**src/rtl/bdq_pkg.sv**
```systemverilog
// bdq_pkg: opcode and status codes shared by the bounded double-ended queue
// no dependencies

package bdq_pkg;

    typedef enum logic [1:0] {
        OP_PUSH_REAR  = 2'd0,
        OP_POP_REAR   = 2'd1,
        OP_PUSH_FRONT = 2'd2,
        OP_POP_FRONT  = 2'd3
    } opcode_t;

    typedef enum logic [1:0] {
        STAT_DONE  = 2'd0,
        STAT_FULL  = 2'd1,
        STAT_EMPTY = 2'd2
    } status_t;

endpackage

```
**src/rtl/bdq_ram.sv**
```systemverilog
// bdq_ram: generic single-clock ram, one write port and one registered read port
// no dependencies

module bdq_ram #(
    parameter int WIDTH = 32,
    parameter int DEPTH = 16
) (
    input  logic                     aclk,
    input  logic                     wr_en,
    input  logic [$clog2(DEPTH)-1:0] wr_addr,
    input  logic [WIDTH-1:0]         wr_data,
    input  logic                     rd_en,
    input  logic [$clog2(DEPTH)-1:0] rd_addr,
    output logic [WIDTH-1:0]         rd_data
);

    logic [WIDTH-1:0] mem [DEPTH];

    always_ff @(posedge aclk) begin
        if (wr_en) begin
            mem[wr_addr] <= wr_data;
        end
        if (rd_en) begin
            rd_data <= mem[rd_addr];
        end
    end

endmodule

```
**src/rtl/bounded_double_ended_queue.sv**
```systemverilog
// bounded_double_ended_queue: ring-buffer deque with entries held in bdq_ram
// depends on bdq_pkg and bdq_ram
//
// channel  dir  handshake           payload
// s_       in   s_valid / s_ready   s_opcode, s_push_value
// m_       out  m_valid / m_ready   m_status, m_pop_value, m_occupancy
//
// a push or a rejected operation has its result written straight to the output register;
// a successful pop first passes through the read state for the registered read of the entry ram
// result sits in an output register; a new transaction is taken only when that
// register is empty or is read in the same cycle, and never during a pop read
// synchronous active-low reset clears head, count and control; ram needs no clearing

module bounded_double_ended_queue
    import bdq_pkg::*;
#(
    parameter int CAPACITY   = 16,
    parameter int VALUE_BITS = 32
) (
    input  logic                                aclk,
    input  logic                                aresetn,
    input  logic                                s_valid,
    output logic                                s_ready,
    input  logic [1:0]                          s_opcode,
    input  logic signed [VALUE_BITS-1:0]        s_push_value,
    output logic                                m_valid,
    input  logic                                m_ready,
    output logic [1:0]                          m_status,
    output logic signed [VALUE_BITS-1:0]        m_pop_value,
    output logic [$clog2(CAPACITY+1)-1:0]       m_occupancy
);

    localparam int IDX_W = $clog2(CAPACITY);
    localparam int CNT_W = $clog2(CAPACITY + 1);
    localparam int SUM_W = CNT_W + 1;

    typedef enum logic {
        ST_IDLE,
        ST_READ
    } state_t;

    state_t                  state_reg;
    logic [IDX_W-1:0]        head_reg, head_next;
    logic [CNT_W-1:0]        count_reg, count_next;
    logic                    out_valid_reg;
    status_t                 status_reg, status_next;
    logic [VALUE_BITS-1:0]   pop_value_reg;
    logic [CNT_W-1:0]        occupancy_reg;

    opcode_t                 op;
    logic                    accept;
    logic                    is_full, is_empty;
    logic [SUM_W-1:0]        rear_sum, rear_last_sum;
    logic [IDX_W-1:0]        rear_pos, rear_last_pos;
    logic [IDX_W-1:0]        head_dec, head_inc;
    logic                    wr_en, rd_en;
    logic [IDX_W-1:0]        wr_addr, rd_addr;
    logic [VALUE_BITS-1:0]   rd_data;

    assign op       = opcode_t'(s_opcode);
    assign s_ready  = (state_reg == ST_IDLE) && (!out_valid_reg || m_ready);
    assign accept   = s_valid && s_ready;
    assign is_full  = (count_reg >= CNT_W'(CAPACITY));
    assign is_empty = (count_reg == '0);

    // ring position of rear slot and of last entry, one compare and subtract
    assign rear_sum      = SUM_W'(head_reg) + SUM_W'(count_reg);
    assign rear_last_sum = rear_sum - SUM_W'(1);
    assign rear_pos      = (rear_sum >= SUM_W'(CAPACITY))
                           ? IDX_W'(rear_sum - SUM_W'(CAPACITY)) : IDX_W'(rear_sum);
    assign rear_last_pos = (rear_last_sum >= SUM_W'(CAPACITY))
                           ? IDX_W'(rear_last_sum - SUM_W'(CAPACITY))
                           : IDX_W'(rear_last_sum);
    assign head_dec = (head_reg == '0) ? IDX_W'(CAPACITY - 1) : head_reg - IDX_W'(1);
    assign head_inc = (head_reg == IDX_W'(CAPACITY - 1)) ? '0 : head_reg + IDX_W'(1);

    always_comb begin
        head_next   = head_reg;
        count_next  = count_reg;
        status_next = STAT_DONE;
        wr_en       = 1'b0;
        wr_addr     = rear_pos;
        rd_en       = 1'b0;
        rd_addr     = head_reg;
        case (op)
            OP_PUSH_REAR: begin
                if (is_full) begin
                    status_next = STAT_FULL;
                end else begin
                    wr_en      = accept;
                    count_next = count_reg + CNT_W'(1);
                end
            end
            OP_PUSH_FRONT: begin
                wr_addr = head_dec;
                if (is_full) begin
                    status_next = STAT_FULL;
                end else begin
                    wr_en      = accept;
                    head_next  = head_dec;
                    count_next = count_reg + CNT_W'(1);
                end
            end
            OP_POP_REAR: begin
                rd_addr = rear_last_pos;
                if (is_empty) begin
                    status_next = STAT_EMPTY;
                end else begin
                    rd_en      = accept;
                    count_next = count_reg - CNT_W'(1);
                end
            end
            OP_POP_FRONT: begin
                if (is_empty) begin
                    status_next = STAT_EMPTY;
                end else begin
                    rd_en      = accept;
                    head_next  = head_inc;
                    count_next = count_reg - CNT_W'(1);
                end
            end
            default: begin
                status_next = STAT_DONE;
            end
        endcase
    end

    bdq_ram #(
        .WIDTH (VALUE_BITS),
        .DEPTH (CAPACITY)
    ) u_entry_ram (
        .aclk    (aclk),
        .wr_en   (wr_en),
        .wr_addr (wr_addr),
        .wr_data (s_push_value),
        .rd_en   (rd_en),
        .rd_addr (rd_addr),
        .rd_data (rd_data)
    );

    always_ff @(posedge aclk) begin
        if (!aresetn) begin
            state_reg     <= ST_IDLE;
            head_reg      <= '0;
            count_reg     <= '0;
            out_valid_reg <= 1'b0;
        end else begin
            case (state_reg)
                ST_IDLE: begin
                    if (accept) begin
                        head_reg      <= head_next;
                        count_reg     <= count_next;
                        status_reg    <= status_next;
                        occupancy_reg <= count_next;
                        pop_value_reg <= '0;
                        out_valid_reg <= !rd_en;
                        if (rd_en) begin
                            state_reg <= ST_READ;
                        end
                    end else if (m_ready) begin
                        out_valid_reg <= 1'b0;
                    end
                end
                ST_READ: begin
                    pop_value_reg <= rd_data;
                    out_valid_reg <= 1'b1;
                    state_reg     <= ST_IDLE;
                end
                default: begin
                    state_reg <= ST_IDLE;
                end
            endcase
        end
    end

    assign m_valid     = out_valid_reg;
    assign m_status    = status_reg;
    assign m_pop_value = pop_value_reg;
    assign m_occupancy = occupancy_reg;

`ifndef ASSERT_OFF
    a_count_bound: assert property (@(posedge aclk) disable iff (!aresetn)
        count_reg <= CNT_W'(CAPACITY))
        else $error("entry count beyond capacity");

    a_read_completes: assert property (@(posedge aclk) disable iff (!aresetn)
        state_reg == ST_READ |=> m_valid && state_reg == ST_IDLE)
        else $error("pop read did not produce a result");

    a_full_occupancy: assert property (@(posedge aclk) disable iff (!aresetn)
        m_valid && m_status == STAT_FULL |-> m_occupancy == CNT_W'(CAPACITY))
        else $error("full status with spare room");

    a_empty_result: assert property (@(posedge aclk) disable iff (!aresetn)
        m_valid && m_status == STAT_EMPTY |-> m_occupancy == '0 && m_pop_value == '0)
        else $error("empty status with entries or a value");
`endif

endmodule

```
**config.mk**
```make
export PLATFORM = sky130hd
export DESIGN_NAME = bounded_double_ended_queue
export DESIGN_NICKNAME = d
export VERILOG_FILES = /design/src/rtl/bdq_pkg.sv /design/src/rtl/bdq_ram.sv /design/src/rtl/bounded_double_ended_queue.sv
export SDC_FILE = /design/constraint.sdc
export NUM_CORES = 1
export LEC_CHECK = 0
export ABC_AREA = 1
export BUFFER_PORTS_ARGS = -buffer_cell sky130_fd_sc_hd__buf_2
export CAP_MARGIN = 25
export CORE_MARGIN = 5
export CORE_UTILIZATION = 40
export DETAILED_ROUTE_END_ITERATION = 10
export HOLD_SLACK_MARGIN = 0.08
export PLACE_DENSITY_LB_ADDON = 0.2
export SYNTH_ARGS = -nofsm -noshare
export SYNTH_HDL_FRONTEND = slang
export SYNTH_SLANG_ARGS = --single-unit
```
**constraint.sdc**
```tcl
create_clock -name aclk -period 3.7 [get_ports aclk]
set_input_delay 0.185 -clock aclk [delete_from_list [all_inputs] [get_ports aclk]]
set_output_delay 0.185 -clock aclk [all_outputs]
set_load 0.1 [all_outputs]
```
==> results of run 1 <==
## final timing paths
check	end	slack, ns	startpoint
worst max-delay path	u_entry_ram.rd_data[14]	0.58	head_reg[0]
worst min-delay path	head_reg[1]	0.15	s_opcode[1]
worst max register to register	u_entry_ram.rd_data[14]	0.58	head_reg[0]
worst min register to register	m_pop_value[23]	0.50	u_entry_ram.rd_data[23]
## metrics by stage
step / hold WS (ns) / utilization (%) / area (µm²) / cells
after floorplan: 0.2839 / - / 26330 / 2610
after global placement: 0.4489 / 42.57 / 27890 / 3482
after detailed placement: 0.4611 / 42.57 / 27890 / 3482
after CTS: 0.1098 / 46.27 / 30310 / 3638
after global routing: 0.1636 / 46.27 / 30310 / 3638
final: 0.1475 / 46.27 / 30310 / 3638
## per-layer routing
metal	share of wire, %	vias to the layer above	global-route usage, %	wire length [µm]
met2	49	384	32.21	32620
met5	0.020	-	0	13
met3	4.2	107	2.581	2784
met4	2.3	2	5.579	1518
met1	44	8395	24.81	29260
li1	-	8484	-	-
## tightest hold or removal path: stages
cell and delay, ns:
buf_2 0.14, nand3_1 0.26, a21oi_1 0.11
## layout make-up
| cell class | count | area, µm² | share of cell area, % |
|---|---|---|---|
| Clock buffer | 86 | 1812 | 5.977 |
| Inverter | 519 | 1948 | 6.426 |
| Clock inverter | 33 | 244.0 | 0.8049 |
| Tap cell | 864 | 1081 | 3.566 |
| Timing Repair Buffer | 161 | 1356 | 4.474 |
| Sequential cell | 594 | 17730 | 58.48 |
| Multi-Input combinational cell | 1381 | 6145 | 20.27 |
## cells in the mapped netlist
library cell    n  area (µm²)
a21boi_0        1       7.510
clkinv_1        1       3.750
o21ai_1         2       10.01
nand2_1       963        3615
xor2_1          5       43.79
o21ai_2         1       8.760
buf_6          12       135.1
nand4_1         2       12.51
nor2_1         30       112.6
ha_1            8       100.1
nor3_1          1       5.000
nor2_4          1       11.26
o22ai_1         1       6.260
inv_1         515        1933
o21ai_0        13       65.06
buf_1           4       15.01
inv_2           3       11.26
edfxtp_1      583       17510
nand3_1       273        1366
nand3b_1       66       495.5
dfxtp_1        11       220.2
buf_2          61       305.3
clkbuf_1       13       48.80
buf_4          26       195.2
xnor2_1         2       17.52
fa_1            1       20.02
a21oi_1        11       55.05
## logic make-up (layout without fill, tap and decap cells)
group	Yosys count	count (layout)	share of synthesized area, %
and+or+nand+nor	1336	1336	21.34
buffers and inverters	635	799	10.06
DFF	594	594	67.34
AOI/OAI and AO/OA	29	29	0.5798
adders and majority gates	9	9	0.4563
xor gates and xnor gates	7	7	0.2329
## power groups by stage
stage / logic, mW / clock network, mW / registers [mW]
after floorplan: 1.44 / 0 / 7.99
after global placement: 2.30 / 0 / 7.80
after detailed placement: 2.32 / 0 / 7.80
after CTS: 2.36 / 6.39 / 7.66
after global routing: 2.61 / 6.68 / 7.67
final: 2.34 / 6.22 / 7.66
## timing repair
action / in CTS / in global routing
hold buffers: 37 / 0
hold endpoints to repair: 520 / 0
resized for setup: 0 / 0
==> flow_summary_export.csv, run 1 <==
group,metric,value,unit
power_and_ir_drop,p_int,11.85,mW
synthesis,syn-num-nets,2657,
layout,final_common_cell,"nand2_1",
timing,finalCritPeriodShare,84.25,%
synthesis,syn_area,26330,µm²
setup_path,cp_top_family,"adder cells",
setup_path,crit_buf_inv,2,
floorplan,num_rows,94,
timing,slew-limit-headroom,29.43,%
setup_path,path_cells,"ha_1 -> fa_1 -> inv_1 -> ha_1 -> nand2_1 -> o21ai_4 -> buf_4 -> nand3_1 -> nand2_1 -> nand2_1 -> nand2_1 -> nand2_1 -> nand2_1",
hold_path,min-delay-path-class,"in2reg",
route,avgRoutedWirePerCell,18.20,µm
grt,grt_pass1_vias,17014,
floorplan,core_area,65510,µm²
power_and_ir_drop,netSwitchingPower,4.370,mW
clock_network,clk_pin_slew_worst_paths,0.06,ns
setup_path,critPathSlowestCell,"fa_1",
placement,gp_congestion,0.8037,
placement,hpwl,35.12,mm
route,viasPerCell,4.775,
layout,layout_common_cells,"nand2_1, edfxtp_1, inv_1, nand3_1, buf_2",
clock_network,cts.sinks,594,
layout,nNetsFinal,2771,
route,wirelength,66.20,mm
power_and_ir_drop,vdd_drop_max,235.3,µV
route,num_vias,17372,
setup_path,max_stage_delay,0.51,ns
hold_path,min_path_cells,3,
power_and_ir_drop,leakagePower,13.41,nW
timing,finalHoldViolCount,0,
setup_path,required,4.15,ns
timing,tightest_slew,1.059,ns
clock_network,cts_buffers,67,
synthesis,synth_warnings,0,
clock_network,clock_latency,0.59,ns
setup_path,crit_type,"reg2reg",
grt,track_usage,18.68,%
timing,slew_viol_final,0,
grt,antenna_found_initial,1,
layout,largest_register_ffs,512,
clock_network,cts_max_level,3,
floorplan,io_pins,79,
setup_path,cp_common_cell,"nand2_1",
floorplan,die_y,266.5,µm
grt,grt_pass1_wl,102.0,mm
power_and_ir_drop,power_frac_comb,14.4,%
setup_path,cp_max_fo,27,
run_status,outcome,"finished, final reports clean",
clock_network,clockRootBuffer,"clkbuf_16",
run,maxCapViolCount,0,
placement,io_buffers,78,
synthesis,syn_avg_cell_area,10.09,µm²
layout,top_register,"u_entry_ram.mem",
timing,setup-violations-final,0,
floorplan,start_util,40.19,%
grt,grt_max_degree,85,
power_and_ir_drop,power_density,535.1,nW/µm²
timing,max_freq,0.3208,GHz
route,ant_nets,0,
timing,setup_tns,0,ns
power_and_ir_drop,swShare,26.94,%
route,drt_pass1_iterations,5,
power_and_ir_drop,pwr-share-clk,38.3,%
clock_network,cts_setup_buffers,0,
grt,grt_overflow,0,
synthesis,ys_seq_area_share,67.34,%
placement,pre_cts_slack,0.6253,ns
layout,area_growth,15.15,%
setup_path,rr_worst_depth,13,
timing,fin_crit,3.117,ns
timing,fin_ws,0.5828,ns
synthesis,synth.distinct_cells,27,
setup_path,cp_num_cells,13,
clock_network,clock_path_buffers,3,
floorplan,die_x,266.5,µm
clock_network,cts_tree,"built",
setup_path,endpoint_kind,"flip-flop",
power_and_ir_drop,seq_power_share,47.2,%
setup_path,cp-start-kind,"flip-flop",
layout,fillers,6037,
timing,clock_skew,0.02051,ns
route,drt_iter0_markers,1233,
floorplan,dieArea,71050,µm²
power_and_ir_drop,total_power,16.22,mW
synthesis,postSynthCellCount,2610,
setup_path,cp.arrival,3.57,ns
synthesis,ys_ff_latch,594,
layout,drive_gt1_share,8.796,%
timing,rsz0062_at_grt,"false",
layout,diodes,0,
route,post-route-drc-count,0,
Note: power is estimated with default switching activity, not from simulation.
==> run 2, diff against run 1 <==
clock period = 3.23 ns   (was 3.7 ns; I/O delays follow)
==> run 2 against run 1 <==
Net effect: final cell count rose by 0.25%; global-route usage is 0.15 points lower; sequential power up 14%; critical path type unchanged.
==> flow_summary_export.csv, run 2 (synthesis gave the netlist of run 1 again) <==
group,metric,value,unit
run_status,outcome,"finished, final reports clean",
setup_path,cp_common_cell,"nand2_1",
clock_network,cts.repair.resized,0,
setup_path,r2r-end,"u_entry_ram.mem[1][18]",
timing,setup-violations-final,0,
hold_path,hold_path_end,"count_reg[0]",
run,maxCapViolCount,0,
layout,final_util,46.57,%
timing,finalHoldViolCount,0,
layout,top_register,"u_entry_ram.mem",
timing,finalCritPeriodShare,91.32,%
route,drt_iter0_markers,1280,
floorplan,core_area,65510,µm²
power_and_ir_drop,total_power,18.68,mW
clock_network,cts_max_level,3,
layout,layout_common_cells,"nand2_1, edfxtp_1, inv_1, nand3_1, buf_2",
clock_network,clk_pin_slew_worst_paths,0.06,ns
timing,rsz0062_at_grt,"false",
setup_path,r2r_setup_slack,0.28,ns
route,wirelength,66.09,mm
floorplan,dieArea,71050,µm²
setup_path,required,3.50,ns
setup_path,path_cells,"inv_1 -> ha_1 -> nand2_1 -> nand2_1 -> nand2_1 -> o21ai_0 -> o21ai_1 -> nand2_1 -> nor2_4 -> buf_12",
timing,slew-limit-headroom,60.32,%
grt,grt_pass1_wl,101.4,mm
setup_path,crit_buf_inv,2,
route,avgRoutedWirePerCell,18.12,µm
grt,grt_overflow,0,
setup_path,endpoint_kind,"flip-flop",
clock_network,cts.sinks,594,
floorplan,io_pins,79,
grt,grt_max_degree,96,
timing,max_freq,0.3390,GHz
clock_network,cts_buffers,66,
power_and_ir_drop,vdd_drop_max,396.8,µV
setup_path,crit_type,"reg2reg",
floorplan,die_y,266.5,µm
placement,io_buffers,78,
setup_path,cp.arrival,3.22,ns
layout,largest_register_ffs,512,
setup_path,cp_max_fo,20,
setup_path,crit_start,"head_reg[1]",
grt,grt_pass1_vias,16892,
setup_path,cp_top_family,"simple AND/OR/NAND/NOR gates",
timing,clock_skew,0.01444,ns
layout,diodes,0,
route,post-route-drc-count,0,
grt,antenna_found_initial,1,
hold_path,min-delay-path-class,"in2reg",
floorplan,num_rows,94,
timing,tightest_slew,0.5952,ns
timing,slew_viol_final,0,
setup_path,rr_worst_depth,10,
setup_path,cp-start-kind,"flip-flop",
timing,fin_crit,2.950,ns
power_and_ir_drop,power_density,612.2,nW/µm²
placement,gp_congestion,0.7858,
placement,hpwl,36.22,mm
layout,nNetsFinal,2786,
layout,drive_gt1_share,9.019,%
clock_network,cts_tree,"built",
clock_network,clock_latency,0.59,ns
floorplan,start_util,40.19,%
setup_path,critPathSlowestCell,"dfxtp_1",
hold_path,hold_start,"m_ready",
route,num_vias,17333,
power_and_ir_drop,leakagePower,13.52,nW
setup_path,max_stage_delay,0.53,ns
floorplan,die_x,266.5,µm
clock_network,cts_setup_buffers,0,
layout,area_growth,15.89,%
hold_path,min_path_cells,8,
clock_network,clock_path_buffers,3,
setup_path,r2r-start,"head_reg[1]",
route,drt_pass1_iterations,5,
clock_network,clockRootBuffer,"clkbuf_16",
layout,final_common_cell,"nand2_1",
route,ant_nets,0,
grt,track_usage,18.53,%
clock_network,postCtsHoldBufs,36,
route,viasPerCell,4.753,
## run 2: cell count changes in the layout (fill, tap and decap cells not counted)
cell           delta
clkinv_8          -2
dlygate4sd3_1     -1
buf_12            +8
clkinv_2          -7
clkinv_1          +8
buf_4             +9
clkbuf_1          -5
bufinv_16         +2
inv_6             -2
clkinvlp_4        -1
## run 2: worst reg2reg max path: cells and delay by family (launching register included)
| kind | cells | cell delay, ns |
|---|---|---|
| buffers and inverters | 2 | 0.43 |
| AND/OR/NAND/NOR | 5 | 0.98 |
| flip-flops | 1 | 0.53 |
| AO/OA/AOI/OAI | 2 | 0.44 |
| adder cells (fa/ha/maj) | 1 | 0.25 |
## run 2: area by class of cell
cell class / instances / area, µm²
Fill cell: 5990 / 35000
Sequential cell: 594 / 17730
Multi-Input combinational cell: 1381 / 6145
Inverter: 519 / 1948
Clock buffer: 81 / 1793
Timing Repair Buffer: 177 / 1574
Tap cell: 864 / 1081
Clock inverter: 31 / 241.5
## run 2: metal layers
metal / part of all wire [%] / GRT usage [%] / routed length, µm / up-vias
li1: - / - / - / 8504
met1: 44 / 24.77 / 29030 / 8351
met2: 49 / 32.06 / 32600 / 385
met3: 4.9 / 2.544 / 3209 / 91
met4: 1.9 / 4.942 / 1233 / 2
met5: 0.020 / 0 / 13 / -
## run 2: how the worst max path moves through the flow
stage | endpoint | slack [ns] | cells past startpoint
after CTS | u_entry_ram.mem[1][23] | 0.32 | 10
after detailed placement | u_entry_ram.mem[1][12] | 0.33 | 10
final | u_entry_ram.mem[1][18] | 0.28 | 10
after global placement | u_entry_ram.mem[1][12] | 0.40 | 10
after global routing | u_entry_ram.mem[1][0] | 0.14 | 10
after floorplan | u_entry_ram.mem[3][0] | -0.03 | 8
## run 2: where the power goes
| part | switching [mW] | leakage (nW) | internal, mW |
|---|---|---|---|
| clock | 2.92 | 0.985 | 4.23 |
| sequential | 0.0599 | 5.37 | 8.71 |
| combinational | 1.97 | 7.16 | 0.792 |
| total | 4.94 | 13.5 | 13.7 |
## run 2: through the flow
step / setup WS, ns / instances / hold WS (ns) / TNS (ns) / instance area, µm²
finish: 0.2803 / 3647 / 0.1117 / 0 / 30510
global route: 0.1383 / 3647 / 0.1645 / 0 / 30510
CTS: 0.3187 / 3647 / 0.08833 / 0 / 30510
detailed placement: 0.3333 / 3499 / 0.4356 / 0 / 28120
global placement: 0.3965 / 3499 / 0.4260 / 0 / 28120
floorplan: -0.02919 / 2610 / 0.2604 / -6.632 / 26330
